### src/rtl/core/lj_pkg.sv
// Shared types, constants and helpers of the Lennard-Jones pair engine.
`default_nettype none
package lj_pkg;

  typedef struct packed {
    logic signed [31:0] center_x;
    logic signed [31:0] center_y;
    logic signed [31:0] center_z;
    logic signed [31:0] neighbour_x;
    logic signed [31:0] neighbour_y;
    logic signed [31:0] neighbour_z;
    logic               pair_present;
    logic               last_neighbour;
    logic               first_atom;
  } pair_in_t;

  typedef struct packed {
    logic signed [47:0] atom_energy;
    logic signed [47:0] force_x;
    logic signed [47:0] force_y;
    logic signed [47:0] force_z;
    logic signed [47:0] total_energy;
  } pair_out_t;

  typedef struct packed {
    logic        start;
    logic [63:0] a;
    logic [63:0] b;
    logic [5:0]  sh;
  } mul_req_t;

  typedef struct packed {
    logic        done;
    logic [62:0] res;
  } mul_rsp_t;

  typedef struct packed {
    logic        start;
    logic [95:0] dividend;
    logic [63:0] den;
    logic [6:0]  iters;
  } div_req_t;

  typedef struct packed {
    logic        done;
    logic [62:0] quo;
    logic [63:0] rem;
  } div_rsp_t;

  localparam logic [62:0] CAP62 = 63'h4000_0000_0000_0000;
  localparam logic [62:0] ONE_Q32 = 63'h0000_0001_0000_0000;

  localparam logic [2:0] CFG_SIGMA   = 3'd0;
  localparam logic [2:0] CFG_EPSILON = 3'd1;
  localparam logic [2:0] CFG_CUTOFF  = 3'd2;
  localparam logic [2:0] CFG_SHIFT   = 3'd3;
  localparam logic [2:0] CFG_BOX_X   = 3'd4;
  localparam logic [2:0] CFG_BOX_Y   = 3'd5;
  localparam logic [2:0] CFG_BOX_Z   = 3'd6;

  localparam logic [6:0] MOD_ITERS = 7'd33;
  localparam logic [6:0] DIV_ITERS = 7'd96;

  localparam logic [5:0] SH_Q32  = 6'd32;
  localparam logic [5:0] SH_EPS  = 6'd22;
  localparam logic [5:0] SH_FEPS = 6'd16;
  localparam logic [5:0] SH_FRC  = 6'd24;
  localparam logic [5:0] SH_NONE = 6'd0;

  localparam logic signed [65:0] MAX48 = 66'sh0_7FFF_FFFF_FFFF;
  localparam logic signed [65:0] MIN48 = -66'sh0_8000_0000_0000;

  function automatic logic signed [47:0] sat48(input logic signed [65:0] v);
    logic signed [47:0] r;
    if (v > MAX48) begin
      r = 48'sh7FFF_FFFF_FFFF;
    end else if (v < MIN48) begin
      r = 48'sh8000_0000_0000;
    end else begin
      r = v[47:0];
    end
    return r;
  endfunction

  function automatic logic signed [65:0] sx48(input logic signed [47:0] v);
    return {{18{v[47]}}, v};
  endfunction

endpackage
`default_nettype wire

### src/rtl/core/lj_mul.sv
// Multi-cycle 64x64 multiplier from 32x32 partial products, shift and saturate.
`default_nettype none
module lj_mul import lj_pkg::*; (
  input  logic     clk,
  input  logic     rst,
  input  mul_req_t req,
  output mul_rsp_t rsp
);

  logic [63:0]  a;
  logic [63:0]  b;
  logic [5:0]   sh;
  logic [2:0]   ph;
  logic [63:0]  prod;
  logic [6:0]   poff;
  logic [127:0] acc;
  logic [62:0]  res;
  logic         done;
  logic [31:0]  ma;
  logic [31:0]  mb;
  logic [6:0]   moff;
  logic [127:0] shifted;
  logic         cap;

  always_comb begin
    ma = 32'd0;
    mb = 32'd0;
    moff = 7'd0;
    unique case (ph)
      3'd1: begin ma = a[31:0];  mb = b[31:0];  moff = 7'd0;  end
      3'd2: begin ma = a[63:32]; mb = b[31:0];  moff = 7'd32; end
      3'd3: begin ma = a[31:0];  mb = b[63:32]; moff = 7'd32; end
      3'd4: begin ma = a[63:32]; mb = b[63:32]; moff = 7'd64; end
      default: begin ma = 32'd0; mb = 32'd0; moff = 7'd0; end
    endcase
    shifted = acc >> sh;
    cap = shifted > {65'd0, CAP62};
  end

  always_ff @(posedge clk) begin
    if (rst) begin
      ph <= 3'd0;
      done <= 1'b0;
    end else begin
      done <= 1'b0;
      if (req.start) begin
        ph <= 3'd1;
      end else if (ph == 3'd6) begin
        ph <= 3'd0;
        done <= 1'b1;
      end else if (ph != 3'd0) begin
        ph <= ph + 3'd1;
      end
    end
  end

  always_ff @(posedge clk) begin
    if (req.start) begin
      a <= req.a;
      b <= req.b;
      sh <= req.sh;
      acc <= 128'd0;
    end else begin
      if (ph >= 3'd1 && ph <= 3'd4) begin
        prod <= ma * mb;
        poff <= moff;
      end
      if (ph >= 3'd2 && ph <= 3'd5) begin
        acc <= acc + ({64'd0, prod} << poff);
      end
      if (ph == 3'd6) begin
        res <= cap ? CAP62 : shifted[62:0];
      end
    end
  end

  assign rsp.done = done;
  assign rsp.res = res;

endmodule
`default_nettype wire

### config.mk
export PLATFORM = sky130hd
export DESIGN_NAME = lj_mul
export DESIGN_NICKNAME = d
export VERILOG_FILES = /design/src/rtl/core/lj_pkg.sv /design/src/rtl/core/lj_mul.sv
export SDC_FILE = /design/constraint.sdc
export NUM_CORES = 2
export LEC_CHECK = 0
export ABC_AREA = 1
export BUFFER_PORTS_ARGS = -buffer_cell sky130_fd_sc_hd__buf_4
export CAP_MARGIN = 15
export CELL_PAD_IN_SITES_DETAIL_PLACEMENT = 1
export CELL_PAD_IN_SITES_GLOBAL_PLACEMENT = 2
export CORE_ASPECT_RATIO = 2
export CORE_MARGIN = 5
export CORE_UTILIZATION = 25
export CTS_BUF_LIST = sky130_fd_sc_hd__clkbuf_16
export DETAILED_ROUTE_END_ITERATION = 6
export HOLD_SLACK_MARGIN = 0.1
export PLACE_DENSITY = 0.58
export SLEW_MARGIN = 20
export SYNTH_ARGS = -nofsm -noshare
export SYNTH_HDL_FRONTEND = slang
export SYNTH_SLANG_ARGS = --single-unit
### constraint.sdc
create_clock -name clk -period 9.8 [get_ports clk]
set_input_delay 1.96 -clock clk [delete_from_list [all_inputs] [get_ports clk]]
set_output_delay 1.96 -clock clk [all_outputs]
set_load 0.02 [all_outputs]
==> results.toml <==
[status]
status = "completed"

[worst_setup_path]
r2r-start = "ph[0]"
required_ps = 10210
worst-setup-path-type = "reg2reg"
timing.rr.end = "prod[59]"
worst-path-max-fanout = 14
endpoint_kind = "flop"
r2r_slack_ps = 230
critical_path.max_stage_delay_ps = 640
startpoint_type = "flop"
critPathArrivalTime_ps = 9970
r2r_cells = 30
slowest_stage = "o21ai_4"
cp_common_cell = "fa_1"

[cells_and_area]
seq_area_um2 = 10500
multi_input_area_um2 = 48400
drive_above_1_share = 0.0646
nNetsFinal = 11500
fill_cells = 33800
final_core_util = 0.284
area_delta_synth_final_pct = 13.1
instances_no_fill = 13600

[timing]
whs_ps = 504
timing.fmax_mhz = 105
slew_viol_final = 0
final.period_utilization = 0.976
relSlewSlack = 0.143
rsz0062_at_grt = "no"
skew_ps = 96.4
min_period_ps = 9570
finalHoldViolations = 0
setup_tns_ps = 0
tightest_slew_ps = 1280
setup_viol = 0

[logic_synthesis]
yosys_warnings = 0
synth-seq-cells = 395
synth_area_leaders = "fa_1 (26%), nand2_1 (13%), inv_1 (12%), edfxtp_1 (12%), ha_1 (7.2%)"
synth_fp_nets = 11400
synth_cell_types = 46
synth_edf_count = 263
yosysTopAreaCell = "fa_1"
ys_seq_area_frac = 0.154
netlist.area_leader.share = 0.262
async_flop_share = 0
syn_area_um2 = 68500
syn_inst = 9938
avgSynthCellArea_um2 = 6.89
ys.flop_type = "edfxtp_1"

[placed_design]
gp_congestion = 0.989
hpwl_mm = 313
dp_cells = 13500
io_buffers = 200

[global_routing]
grt.total_usage = 0.247
grt_pass1_wl_mm = 508
overflow = 0
grt_start_max_net_pins = 122
antenna_found_initial = 4
grt_pass1_vias = 73300

[floorplanning]
die_w_um = 380
start_util = 0.251
ioPinCount = 201
design.core.area_um2 = 273000
num_rows = 271
dieArea_um2 = 285000
die_h_um = 750

[clocking]
cts_max_path_buffers = 3
clock_sinks = 395
cts-resized-gates = 0
cts-root-buf = "clkbuf_16"
cts-hold-fix-buffers = 0
htreeDepth = 2
cts_setup_buffers = 0
cts_tree = "done"
cts_buffers = 47
path_clk_slew_ps = 80
clock_latency_ps = 760

[drt]
via_count = 64500
first_pass_iters = 5
route.detailed.drc = 0
drt_wl_total_mm = 357
wl_met2_mm = 205
ant_nets = 0
drt_iter0_drc = 2504
drt-met1-wl_mm = 106
route.met3.wl_mm = 6.61
top_layer = "met4"
viasPerCell = 4.73
wl_per_cell_um = 26.2

[hold_path]
hold_class = "reg2reg"
hold_end = "acc[127]"
holdPathStages = 2
hp-start = "acc[127]"

[power]
p_leak_uw = 0.0402
vdd_drop_max_v = 0.000173
p_per_area_nw_per_um2 = 190

[run]
cap_violations = 0
[worst max-delay path by stage]
stage	endpoint	slack (ps)	depth (start not counted)	startpoint
after global routing	prod[59]	30	30	ph[2]
after global placement	prod[59]	250	34	ph[1]
after CTS	prod[59]	150	29	ph[2]
after floorplan	prod[46]	1960	34	ph[0]
final	prod[59]	230	30	ph[0]
after detailed placement	prod[59]	220	29	ph[2]
[cell families after synthesis]
family | Yosys count | share of synthesized area
adders and majority gates | 1292 | 0.334
DFF | 395 | 0.154
xor gates and xnor gates | 143 | 0.0183
AOI/OAI and AO/OA | 1037 | 0.0816
and+or+nand+nor | 4412 | 0.263
buffers and inverters | 2659 | 0.148
[registers in the layout (all words and copies together), names as in the netlist]
signal	flops
res	63
poff	2
acc	128
ph	3
done	1
sh	6
a	64
b	64
prod	64
[cells in the final DEF (no fill, tap or decap), drive strengths merged, types with 7 or more instances in the layout]
cell         n
nand2     2363
inv       2237
nand3      986
nor2       964
fa         897
o21ai      493
buf        479
ha         395
a21oi      378
edfxtp     263
dfxtp      132
xor2       104
nor3        52
clkbuf      47
xnor2       39
a31oi       31
o21a        28
a21o        26
nand4       24
o211ai      23
clkinv      22
o21bai      20
a21boi      15
nor4        10
clkinvlp     7
[critical path, delay by kind of cell (launching register included)]
family	cells	cell delay [ps]
compound gates	3	880
xor+xnor	1	110
fa+ha+maj	11	4960
buf+inv	8	1350
flops	1	400
simple gates	7	1440
[layout make-up]
class / count / area share
multi-input combinational: 6884 / 0.625
sequential: 395 / 0.136
inverter: 2231 / 0.108
tap: 3549 / 0.0574
timing repair buffer: 479 / 0.0522
clock buffer: 47 / 0.0152
clock inverter: 39 / 0.00529
antenna: 5 / 0.000162
[layer usage]
layer  vias up  global-route usage
li1      30400                   -
met1     32300               0.203
met2      1106               0.515
met3       705              0.0179
met4         0               0.215
met5         -                   0
[cells in the mapped netlist (20+ instances only)]
master / n
nand2_1: 2362
inv_1: 2225
nand3_1: 986
nor2_1: 953
fa_1: 897
o21ai_0: 418
ha_1: 395
a21oi_1: 378
clkbuf_1: 325
edfxtp_1: 263
dfxtp_1: 132
xor2_1: 104
o21ai_1: 75
buf_2: 53
nor3_1: 52
xnor2_1: 39
a31oi_1: 31
buf_1: 31
o21a_1: 28
a21o_1: 26
nand4_1: 24
o211ai_1: 23
o21bai_1: 20
[where the power goes]
group / leakage, µW / total (µW) / internal (µW) / switching [µW]
sequential: 0.00361 / 2300 / 2160 / 138
clock: 0.000764 / 1930 / 1000 / 929
combinational: 0.0358 / 10400 / 3420 / 7030
[through the flow]
| step | total power, µW | setup WS [ps] | instance area (µm²) |
|---|---|---|---|
| 3_5_place_dp | 13000 | 223 | 75800 |
| 6_report | 14700 | 235 | 77400 |
| 3_3_place_gp | 12900 | 251 | 75800 |
| 2_1_floorplan | 7900 | 1960 | 68500 |
| 4_1_cts | 15000 | 152 | 77400 |
| 5_1_grt | 15800 | 29.3 | 77400 |
Power figures use the tool's default switching activity.
