==> config.mk <==
export PLATFORM = sky130hd
export DESIGN_NAME = lj_div
export DESIGN_NICKNAME = d
export VERILOG_FILES = /design/src/rtl/core/lj_pkg.sv /design/src/rtl/core/lj_div.sv
export SDC_FILE = /design/constraint.sdc
export NUM_CORES = 1
export LEC_CHECK = 0
export BUFFER_PORTS_ARGS = -buffer_cell sky130_fd_sc_hd__buf_2
export CORE_MARGIN = 2
export CORE_UTILIZATION = 44
export CTS_CLUSTER_DIAMETER = 150
export DETAILED_ROUTE_END_ITERATION = 8
export PLACE_DENSITY = 0.7
export SYNTH_ARGS = -nofsm -noshare
export SYNTH_HDL_FRONTEND = slang
export SYNTH_SLANG_ARGS = --single-unit
export TNS_END_PERCENT = 20
==> constraint.sdc <==
create_clock -name clk -period 4.6 [get_ports clk]
set_input_delay 0.69 -clock clk [delete_from_list [all_inputs] [get_ports clk]]
set_output_delay 0.69 -clock clk [all_outputs]
set_load 0.1 [all_outputs]
==> src/rtl/core/lj_pkg.sv <==
// Shared types, constants and helpers of the Lennard-Jones pair engine.
`default_nettype none
package lj_pkg;

  typedef struct packed {
    logic signed [31:0] center_x;
    logic signed [31:0] center_y;
    logic signed [31:0] center_z;
    logic signed [31:0] neighbour_x;
    logic signed [31:0] neighbour_y;
    logic signed [31:0] neighbour_z;
    logic               pair_present;
    logic               last_neighbour;
    logic               first_atom;
  } pair_in_t;

  typedef struct packed {
    logic signed [47:0] atom_energy;
    logic signed [47:0] force_x;
    logic signed [47:0] force_y;
    logic signed [47:0] force_z;
    logic signed [47:0] total_energy;
  } pair_out_t;

  typedef struct packed {
    logic        start;
    logic [63:0] a;
    logic [63:0] b;
    logic [5:0]  sh;
  } mul_req_t;

  typedef struct packed {
    logic        done;
    logic [62:0] res;
  } mul_rsp_t;

  typedef struct packed {
    logic        start;
    logic [95:0] dividend;
    logic [63:0] den;
    logic [6:0]  iters;
  } div_req_t;

  typedef struct packed {
    logic        done;
    logic [62:0] quo;
    logic [63:0] rem;
  } div_rsp_t;

  localparam logic [62:0] CAP62 = 63'h4000_0000_0000_0000;
  localparam logic [62:0] ONE_Q32 = 63'h0000_0001_0000_0000;

  localparam logic [2:0] CFG_SIGMA   = 3'd0;
  localparam logic [2:0] CFG_EPSILON = 3'd1;
  localparam logic [2:0] CFG_CUTOFF  = 3'd2;
  localparam logic [2:0] CFG_SHIFT   = 3'd3;
  localparam logic [2:0] CFG_BOX_X   = 3'd4;
  localparam logic [2:0] CFG_BOX_Y   = 3'd5;
  localparam logic [2:0] CFG_BOX_Z   = 3'd6;

  localparam logic [6:0] MOD_ITERS = 7'd33;
  localparam logic [6:0] DIV_ITERS = 7'd96;

  localparam logic [5:0] SH_Q32  = 6'd32;
  localparam logic [5:0] SH_EPS  = 6'd22;
  localparam logic [5:0] SH_FEPS = 6'd16;
  localparam logic [5:0] SH_FRC  = 6'd24;
  localparam logic [5:0] SH_NONE = 6'd0;

  localparam logic signed [65:0] MAX48 = 66'sh0_7FFF_FFFF_FFFF;
  localparam logic signed [65:0] MIN48 = -66'sh0_8000_0000_0000;

  function automatic logic signed [47:0] sat48(input logic signed [65:0] v);
    logic signed [47:0] r;
    if (v > MAX48) begin
      r = 48'sh7FFF_FFFF_FFFF;
    end else if (v < MIN48) begin
      r = 48'sh8000_0000_0000;
    end else begin
      r = v[47:0];
    end
    return r;
  endfunction

  function automatic logic signed [65:0] sx48(input logic signed [47:0] v);
    return {{18{v[47]}}, v};
  endfunction

endpackage
`default_nettype wire

==> src/rtl/core/lj_div.sv <==
// Bit-serial restoring divider: capped Q31.32 quotient and remainder.
`default_nettype none
module lj_div import lj_pkg::*; (
  input  logic     clk,
  input  logic     rst,
  input  div_req_t req,
  output div_rsp_t rsp
);

  logic [95:0] dvd;
  logic [63:0] den;
  logic [63:0] rem;
  logic [62:0] q;
  logic        ovf;
  logic [6:0]  cnt;
  logic        busy;
  logic        done;
  logic [64:0] trial;
  logic [64:0] diff;
  logic        ge;

  always_comb begin
    trial = {rem, dvd[95]};
    diff = trial - {1'b0, den};
    ge = trial >= {1'b0, den};
  end

  always_ff @(posedge clk) begin
    if (rst) begin
      busy <= 1'b0;
      done <= 1'b0;
    end else begin
      done <= 1'b0;
      if (req.start) begin
        busy <= 1'b1;
      end else if (busy && cnt == 7'd1) begin
        busy <= 1'b0;
        done <= 1'b1;
      end
    end
  end

  always_ff @(posedge clk) begin
    if (req.start) begin
      dvd <= req.dividend;
      den <= req.den;
      rem <= 64'd0;
      q <= 63'd0;
      ovf <= 1'b0;
      cnt <= req.iters;
    end else if (busy) begin
      dvd <= {dvd[94:0], 1'b0};
      rem <= ge ? diff[63:0] : trial[63:0];
      q <= {q[61:0], ge};
      ovf <= ovf | q[62];
      cnt <= cnt - 7'd1;
    end
  end

  assign rsp.done = done;
  assign rsp.quo = (ovf || q > CAP62) ? CAP62 : q;
  assign rsp.rem = rem;

endmodule
`default_nettype wire
==> results of run 1 <==
synthesized netlist by cell type, drive strengths merged (8+ instances only):
library cell / count / share of area [%]
mux2i: 78 / 4.8
o21bai: 11 / 0.51
a21o: 26 / 1.2
and3: 8 / 0.31
nor4: 24 / 0.93
nand3: 18 / 0.56
clkbuf: 54 / 1.3
nand4: 25 / 1.0
o21a: 8 / 0.37
inv: 84 / 2.0
nor2: 182 / 4.3
nand2: 90 / 2.1
dfxtp: 130 / 16
a211oi: 41 / 1.9
buf: 40 / 1.4
o31ai: 9 / 0.42
nor3: 25 / 0.84
a21oi: 99 / 3.1
o21ai: 61 / 1.9
nor2b: 73 / 2.8
nand2b: 8 / 0.31
a32oi: 10 / 0.54
edfxtp: 167 / 31
mux2: 98 / 6.9
ha: 66 / 5.1
xnor2: 37 / 2.0
xor2: 20 / 1.1
through the flow:
stage	cell area, sq um	instances
finish	19200	2333
global route	19200	2329
CTS	19200	2327
detailed placement	17900	2261
global placement	17900	2261
floorplan	16200	1581
area by class of cell:
cell class              count  area [sq um]  area share (%)
multi-input cells        1106          7800            40.5
flip-flops and latches    297          7620            39.6
repair buffers            306          1610            8.39
clock buffers              50          1030            5.38
well taps                 468           586            3.04
inverters                  84           320            1.67
clock inverters            16           248            1.29
diodes                      6          15.0          0.0781
worst paths after layout:
path            from       end  slack [ns]  depth (start not counted)
min          req[68]   den[61]        0.30                          1
max reg2reg   den[1]   rem[53]        0.94                         12
max             q[3]  rsp[124]        0.92                          6
min reg2reg   rem[2]    rem[2]        0.50                          2
routing by layer:
layer	up-vias	part of all wire, %
met5	-	0.23
met4	14	3.3
met3	112	8.3
met2	425	45
met1	6062	43
li1	6232	-
worst max-delay path, cell delays in order, from the launching register on:
cell and delay [ns]:
dfxtp_1 0.33, nor4_1 0.44, nand4_1 0.16, nor4_1 0.45, nor2_4 0.34, nor2b_1 0.23, buf_2 0.46
power groups by stage:
stage	registers [mW]	logic, mW	clock network (mW)
global placement	3.15	1.27	0
CTS	3.11	1.28	3.15
global route	3.12	1.39	3.24
floorplan	3.35	0.765	0
detailed placement	3.16	1.28	0
finish	3.10	1.28	3.08
cell families after synthesis:
group / synth area share (%)
xor+xnor: 3.09
mux: 11.7
buf+inv: 4.71
fa+ha+maj: 5.23
simple gates: 14.2
compound gates: 13.9
flops: 47.1
sequential cells by signal (all words and copies together), names as in the netlist:
signal,flops
ovf,1
cnt,7
dvd,96
den,64
done,1
q,63
rem,64
busy,1
==> results.txt, run 1 <==
Leak Pwr - 8.43 nW
# DRC - 0
Worst slew margin - 16.7%
Arr. time, crit path - 2.99 ns
First-pass DRT Iterations - 5
Wire length per cell - 18.4 um
Skew-Pair Late Insertion Delay - 0.56 ns
Synth unique cells - 81
Internal Dissipation - 5.34 mW
RSZ-0062 raised after global routing - no
Detailed-route via count - 12.8k
Grt total ovfl - 0
Initial core utilization - 44.5%
Most Crowded Layer GR - met2
Power density over cell area - 388 nW/um^2
Clock tree buffer depth - 3
Critical path fanouts, max - 61
Maximum VDD drop - 0.318 mV
Pin count of the biggest net entering global routing - 163
Endpoints failing hold - 0
Fill cells - 3233
Element type at the critical path end - output port
Layout net count - 2068
CTS resizes - 0
Comb pwr share - 17.2%
Number of CTS-inserted buffers - 36
Status - finished, final reports clean
Sw Share - 28.5%
Commonest non-fill, non-tap cell in the layout - buf_2
Hold Buf Count CTS - 0
Fin util - 52.9%
Placement Setup Slack - 0.994 ns
Total negative setup slack - 0 ns
Final hold slack - 0.304 ns
Via/cell ratio - 5.51
Synth Cell Area - 16200 sq um
Die area - 38300 sq um
Worst-path clk slew - 0.06 ns
M2 GR Usage - 36.2%
Max Cap Viol - 0
Fmax - 272 MHz
# rows - 70
I/O Buffers - 297
Met1 Track Usage GR - 27.5%
CTS sink cnt - 297
Final count of pins violating max slew - 0
P_sw - 2.13 mW
First-pass GRT wire length - 67.6 mm
Most used DFF post-synth - edfxtp_1
Hold Crit Class - primary input to register
Total Routed Length - 42.8 mm
Initial antenna violation count - 13
Vias in the first global route - 12.8k
Seq cells post-synth - 297
H-tree depth - 2
Syn Area/Cell - 10.2 sq um
Cell count after synthesis - 1581
1st-iter DRT viols - 743
Startpoint Class - register
Overall routing resource usage - 22.1%
Root Buffer - clkbuf_16
# IOs - 298
Area Overhead vs Synth - 19.0%
Met3 Track Usage GR - 6.74%
Clock share of power - 41.3%
Net Count, Synth - 1818
Final worst-path cycle share - 79.9%
Chip height - 196 um
Sequential Power Share - 41.6%
Chip Width - 196 um
CTS tree - yes
Worst-Margin Slew - 1.25 ns
Post-synthesis sequential area ratio - 47.1%
Layout cells sized above 1 - 26.6%
Design Power - 7.47 mW
Routability Congestion - 0.908
Crit path kind - register to output port
EDFF count, synth - 167
Most frequent cells in the layout - 296 x buf_2, 180 x nor2_1, 167 x edfxtp_1, 129 x dfxtp_1
Final worst setup slack - 0.925 ns
Placeable Area - 36300 sq um
Async SR Flop Fraction - 0%
Clock Skew - 0.0128 ns
Min Tclk post-route - 3.68 ns
ANT nets after route - 0
Setup violators final - 0
Critical Path RT - 3.91 ns
Postcts setup bufs - 0
Post-DP HPWL - 31.0 mm
Yosys warning count - 0
No activity file was read; power rests on OpenSTA's default activity.
==> run 2: changes to the inputs <==
--- a/config.mk
+++ b/config.mk
@@ -10,7 +10,7 @@
 export CORE_UTILIZATION = 44
 export CTS_CLUSTER_DIAMETER = 150
 export DETAILED_ROUTE_END_ITERATION = 8
-export PLACE_DENSITY = 0.7
+export PLACE_DENSITY = 0.72
 export SYNTH_ARGS = -nofsm -noshare
 export SYNTH_HDL_FRONTEND = slang
 export SYNTH_SLANG_ARGS = --single-unit
==> constraint.sdc (replaced) <==
create_clock -name clk -period 3.3 [get_ports clk]
set_input_delay 0.495 -clock clk [delete_from_list [all_inputs] [get_ports clk]]
set_output_delay 0.495 -clock clk [all_outputs]
set_load 0.1 [all_outputs]
==> run 2 against run 1 <==
First-iteration DRC count down 9.6%. Utilization up 2.4 points. Flip-flop and latch count did not move. Combinational power grew 51%. Routed wire length grew 3.6%. Design area grew 4.5%. Clock power grew 28%. Via count grew 2.4%. Critical endpoint is now rem[63]. Largest cell class unchanged. Highest routed layer unchanged.
==> results.txt, run 2 (same netlist as run 1, synthesis figures left out) <==
Status - finished, final reports clean
Power density over cell area - 508 nW/um^2 (+31%)
Final hold slack - 0.102 ns (-0.202 ns)
Hold Crit Class - primary input to register
Area occupied by multi-input gates - 8080 sq um (+3.6%)
Routability Congestion - 0.935 (+3.0%)
Sequential cell area - 7680 sq um (+0.79%)
# IOs - 298 (unchanged)
Maximum VDD drop - 0.446 mV (+40%)
Most frequent cells in the layout - 235 x buf_2, 179 x nor2_1, 167 x edfxtp_1, 119 x buf_4, 97 x mux2_2
CTS tree - yes
Endpoints failing hold - 0 (unchanged)
Arr. time, crit path - 3.72 ns (+0.73 ns)
Worst-path clk slew - 0.06 ns (about the same)
First-pass DRT Iterations - 5 (unchanged)
Max reg flops - 96 (unchanged)
Worst r2r path cells - 11 (-1)
Overall routing resource usage - 22.8% (+0.68 points)
Clock Skew - 0.0177 ns (+0.00483 ns)
Grt total ovfl - 0 (unchanged)
1st-iter DRT viols - 672 (-9.6%)
Leak Pwr - 8.71 nW (+3.3%)
Reg with most FFs - dvd
R2R Setup Slk - 0.07 ns (-0.87 ns)
Detailed-route via count - 13.2k (+2.4%)
Crit path max-delay family - compound AO/OA/AOI/OAI gates
Crit Reg-Reg Endpoint - rem[63]
Buf/Inv on CP - 1 (unchanged)
Initial antenna violation count - 10 (-3)
Wire length per cell - 18.6 um (+1.1%)
Setup violators final - 0 (unchanged)
Total Routed Length - 44.4 mm (+3.6%)
Placed cell area - 18300 sq um (+2.1%)
Design Power - 10.2 mW (+37%)
RSZ-0062 raised after global routing - yes
Vias in the first global route - 13.0k (+1.7%)
Final count of pins violating max slew - 0 (unchanged)
ANT nets after route - 0 (unchanged)
Min Tclk post-route - 3.23 ns
I/O Buffers - 297 (unchanged)
R2r startpoint - den[9]
Area Overhead vs Synth - 24.4%
Levels on crit path - 11 (+5)
Worst-Margin Slew - 1.07 ns (-0.173 ns)
Commonest non-fill, non-tap cell in the layout - buf_2
Chip Width - 196 um (unchanged)
Placeable Area - 36300 sq um (unchanged)
H-tree depth - 2 (unchanged)
Crit path kind - register to register
Layout net count - 2129 (+2.9%)
Element type at the critical path end - register
CP max-delay cell - or4b_4
Post-DP HPWL - 31.7 mm (+2.6%)
CTS sink cnt - 297 (unchanged)
Worst slew margin - 28.5% (+12 points)
Post-layout instance area - 20100 sq um (+4.5%)
Chip height - 196 um (unchanged)
Die area - 38300 sq um (unchanged)
Max Cap Viol - 0 (unchanged)
Top flop regs - dvd: 96 flops, den: 64 flops, rem: 64 flops
Fin util - 55.3% (+2.4 points)
Fill cells - 3177 (-1.7%)
Layout cells sized above 1 - 33.1% (+6.6 points)
Skew-Pair Late Insertion Delay - 0.56 ns (about the same)
Crit path capture - rem[63]
Critical path fanouts, max - 8 (-87%)
First-pass GRT wire length - 70.0 mm (+3.6%)
Critical Path RT - 3.79 ns (-0.12 ns)
Number of CTS-inserted buffers - 36 (unchanged)
# DRC - 0 (unchanged)
Slowest stage delay, CP - 0.56 ns (+0.10 ns)
Root Buffer - clkbuf_16
Clock tree buffer depth - 3 (unchanged)
Hold Buf Count CTS - 0 (unchanged)
# rows - 70 (unchanged)
Startpoint Class - register
Fmax - 310 MHz
Via/cell ratio - 5.51 (about the same)
Total negative setup slack - 0 ns (unchanged)
Pin count of the biggest net entering global routing - 90 (-45%)
Final worst-path cycle share - 97.8%
Worst setup startpoint - den[9]
Initial core utilization - 44.5% (unchanged)
Critical Path, Cell by Cell - inv_1 -> ha_1 -> nand4_2 -> o221ai_2 -> a21oi_2 -> o31a_1 -> a2111oi_4 -> a211oi_2 -> or4b_4 -> mux2_4 -> o211ai_2
run 2: changes by cell type in the layout (fill, tap and decap cells not counted), sizes merged:
cell	before	now
inv	89	86
buf	306	365
bufinv	5	2
clkinv	5	9
nor2	182	183
diode	6	4
clkinvlp	1	2
clkbuf	50	49
run 2: area by class of cell:
type | instances | area share (%)
Sequential cell | 297 | 38.2
Clock inverter | 15 | 0.809
Antenna cell | 4 | 0.0498
Clock buffer | 48 | 4.97
Timing Repair Buffer | 366 | 11.3
Multi-Input combinational cell | 1107 | 40.2
Inverter | 84 | 1.60
Tap cell | 468 | 2.91
run 2: report_power, final:
group	switching [mW]	total (mW)	internal [mW]
Sequential	0.123	4.33	4.21
Clock	1.63	3.94	2.31
Combinational	1.21	1.93	0.720
Total	2.97	10.2	7.23
run 2: routing by layer:
layer / wire, um / vias to the layer above / global-route usage (%)
li1: - / 6352 / -
met1: 18700 / 6260 / 27.9
met2: 20600 / 435 / 38.0
met3: 3580 / 99 / 6.60
met4: 1420 / 6 / 9.08
met5: 38 / - / 0
run 2: worst min path at each step:
stage	startpoint	endpoint	slack [ns]	cells past startpoint
floorplan	ovf	ovf	0.46	2
global placement	rem[2]	rem[2]	0.45	2
detailed placement	rem[2]	rem[2]	0.47	2
CTS	req[20]	den[13]	0.08	1
global route	req[17]	den[10]	0.09	1
finish	req[20]	den[13]	0.10	1
run 2: repair_timing:
action	4_1_cts	5_1_grt
gates cloned	1	0
pin swaps	1	21
resized for setup	66	48
setup endpoints to repair	61	115
buffers inserted	0	19
run 2: stage by stage:
stage | instances | worst slack (ns)
3_3_place_gp | 2302 | 0.138
6_report | 2389 | 0.0736
4_1_cts | 2366 | 0.00105
2_1_floorplan | 1581 | -0.112
5_1_grt | 2387 | -0.0149
3_5_place_dp | 2302 | 0.0555
run 2: worst reg2reg max path: stages, from the launching register on:
cell and delay [ns]:
edfxtp_1 0.33, inv_1 0.04, ha_1 0.43, nand4_2 0.20
o221ai_2 0.21, a21oi_2 0.08, o31a_1 0.36, a2111oi_4 0.40
a211oi_2 0.12, or4b_4 0.56, mux2_4 0.31, o211ai_2 0.12
==> run 3: changes to the inputs <==
--- a/config.mk
+++ b/config.mk
@@ -6,8 +6,10 @@
 export NUM_CORES = 1
 export LEC_CHECK = 0
 export BUFFER_PORTS_ARGS = -buffer_cell sky130_fd_sc_hd__buf_2
+export CORE_ASPECT_RATIO = 2
 export CORE_MARGIN = 2
 export CORE_UTILIZATION = 44
+export CTS_BUF_LIST = sky130_fd_sc_hd__clkbuf_2 sky130_fd_sc_hd__clkbuf_4 sky130_fd_sc_hd__clkbuf_8
 export CTS_CLUSTER_DIAMETER = 150
 export DETAILED_ROUTE_END_ITERATION = 8
 export PLACE_DENSITY = 0.72
==> run 3 against run 2 <==
Setup slack lost 0.028 ns. Critical path type unchanged. Power shrank 5.7%. Die area grew 0.25%. Sequential power is essentially flat. Combinational power grew 3%.
==> results.txt, run 3 (same netlist as run 1, synthesis figures left out) <==
Status - finished, final reports clean
Crit path max-delay family - compound AO/OA/AOI/OAI gates
Power density over cell area - 479 nW/um^2 (-5.7%)
Skew-Pair Late Insertion Delay - 0.59 ns (+0.03 ns)
H-tree depth - 2 (unchanged)
CTS sink cnt - 297 (unchanged)
Final worst setup slack - 0.0453 ns (-0.0284 ns)
Max reg flops - 96 (unchanged)
Final count of pins violating max slew - 0 (unchanged)
RSZ-0062 raised after global routing - yes
First-pass DRT Iterations - 5 (unchanged)
Slowest stage delay, CP - 0.35 ns (-0.21 ns)
Worst-Margin Slew - 1.02 ns (-0.0546 ns)
# IOs - 298 (unchanged)
CTS tree - yes
Commonest non-fill, non-tap cell in the layout - buf_2
Hold Crit Class - primary input to register
Max Cap Viol - 0 (unchanged)
Reg with most FFs - dvd
Most frequent cells in the layout - 235 x buf_2, 179 x nor2_1, 167 x edfxtp_1, 122 x buf_4, 97 x mux2_2
# DRC - 0 (unchanged)
Worst slew margin - 32.1% (+3.6 points)
Placement Setup Slack - -0.391 ns (-0.446 ns)
Element type at the critical path end - register
Critical Path RT - 3.78 ns (about the same)
Area Overhead vs Synth - 24.5% (about the same)
Clock tree buffer depth - 3 (unchanged)
Number of CTS-inserted buffers - 44 (+22%)
Initial core utilization - 44.5% (+0.066 points)
ANT nets after route - 0 (unchanged)
Hold path start - req[49]
Detailed-route via count - 13.2k (+0.32%)
Post-Place Cells - 2302 (unchanged)
Die area - 38400 sq um (+0.25%)
Total Routed Length - 46.0 mm (+3.6%)
Endpoints failing hold - 0 (unchanged)
Total negative setup slack - 0 ns (unchanged)
Root Buffer - clkbuf_8
Overall routing resource usage - 22.8% (-0.050 points)
Buf/Inv on CP - 4 (+3)
Worst-path clk slew - 0.07 ns (about the same)
Fill cells - 3179 (+0.063%)
Critical path fanouts, max - 5 (-3)
Initial antenna violation count - 9 (-1)
Layout cells sized above 1 - 34.5% (+1.4 points)
Worst setup startpoint - dvd[95]
Fin util - 55.4% (+0.12 points)
First-pass GRT wire length - 69.6 mm (-0.46%)
Non-filler cells, final - 2403 (+0.59%)
R2R Setup Slk - 0.05 ns (-0.03 ns)
CP max-delay cell - edfxtp_1
Top flop regs - dvd: 96 flops, den: 64 flops, rem: 64 flops
Critical Path, Cell by Cell - inv_1 -> ha_2 -> fa_2 -> nor2b_2 -> o31a_1 -> o311ai_4 -> buf_4 -> o2bb2ai_4 -> nor3_2 -> buf_4 -> o41ai_4 -> buf_4 -> a41oi_4 -> xnor2_1 -> mux2i_1 -> a211oi_1
Chip height - 275 um (+41%)
Layout net count - 2144 (+0.70%)
Wire length per cell - 19.1 um (+3.0%)
Vias in the first global route - 13.6k (+5.0%)
Via/cell ratio - 5.49 (-0.27%)
Design Power - 9.63 mW (-5.7%)
Clock Skew - 0.0203 ns (+0.00259 ns)
Min Tclk post-route - 3.25 ns (+0.0284 ns)
Post-DP HPWL - 34.1 mm (+7.3%)
Area occupied by multi-input gates - 8150 sq um (+0.93%)
R2r startpoint - dvd[95]
Grt total ovfl - 0 (unchanged)
1st-iter DRT viols - 587 (-13%)
Chip Width - 140 um (-29%)
Setup violators final - 0 (unchanged)
Crit path kind - register to register
Startpoint Class - register
Pin count of the biggest net entering global routing - 151 (+68%)
I/O Buffers - 297 (unchanged)
Arr. time, crit path - 3.74 ns (+0.02 ns)
Hold Buf Count CTS - 0 (unchanged)
Maximum VDD drop - 0.445 mV (-0.15%)
Leak Pwr - 8.73 nW (+0.18%)
Placeable Area - 36300 sq um (-0.15%)
# rows - 99 (+41%)
Final worst-path cycle share - 98.6% (+0.86 points)
Most frequent CP cell - buf_4
Routability Congestion - 0.945 (+0.99%)
Sequential cell area - 7680 sq um (unchanged)
Fmax - 307 MHz (-0.87%)
[run 3: changes by cell type in the layout (fill, tap and decap cells not counted), moves of 6 or more]
cell,previous run,this run
clkbuf_4,1,14
buf_12,7,13
clkbuf_16,37,1
clkbuf_1,7,0
clkbuf_8,3,47
[run 3: metrics by stage]
step                hold WS [ns]  instance area [sq um]
CTS                       0.0439                  19700
detailed placement         0.479                  18500
global placement           0.459                  18500
finish                    0.0818                  20100
global route              0.0555                  20100
floorplan                  0.459                  16200
[run 3: repair_timing]
action	4_1_cts	5_1_grt
setup endpoints to repair	70	76
pin swaps	3	11
buffers inserted	2	10
gates resized for setup	71	54
cloned	0	1
[run 3: cell type report]
class,instances,area share (%)
Clock inverter,21,1.05
Multi-Input combinational cell,1106,40.5
Timing Repair Buffer,374,12.0
Sequential cell,297,38.2
Tap cell,454,2.82
Clock buffer,61,3.74
Antenna cell,6,0.0747
Inverter,84,1.60
[run 3: report_power, final]
group          internal, mW  switching [mW]
combinational         0.746            1.24
sequential             4.21           0.118
clock                  1.81            1.50
total                  6.76            2.87
[run 3: per-layer routing]
metal	up-vias	share of wire, %	global-route usage [%]
met2	408	55	44.4
met1	6225	32	20.7
met5	-	0.089	0
li1	6391	-	-
met3	164	5.8	5.24
met4	6	6.5	14.8
[run 3: worst paths after layout]
path                            endpoint  cells past startpoint
worst max-delay path             rem[58]                     16
worst min-delay path             den[42]                      1
worst max register to register   rem[58]                     16
worst min register to register   rem[47]                      2
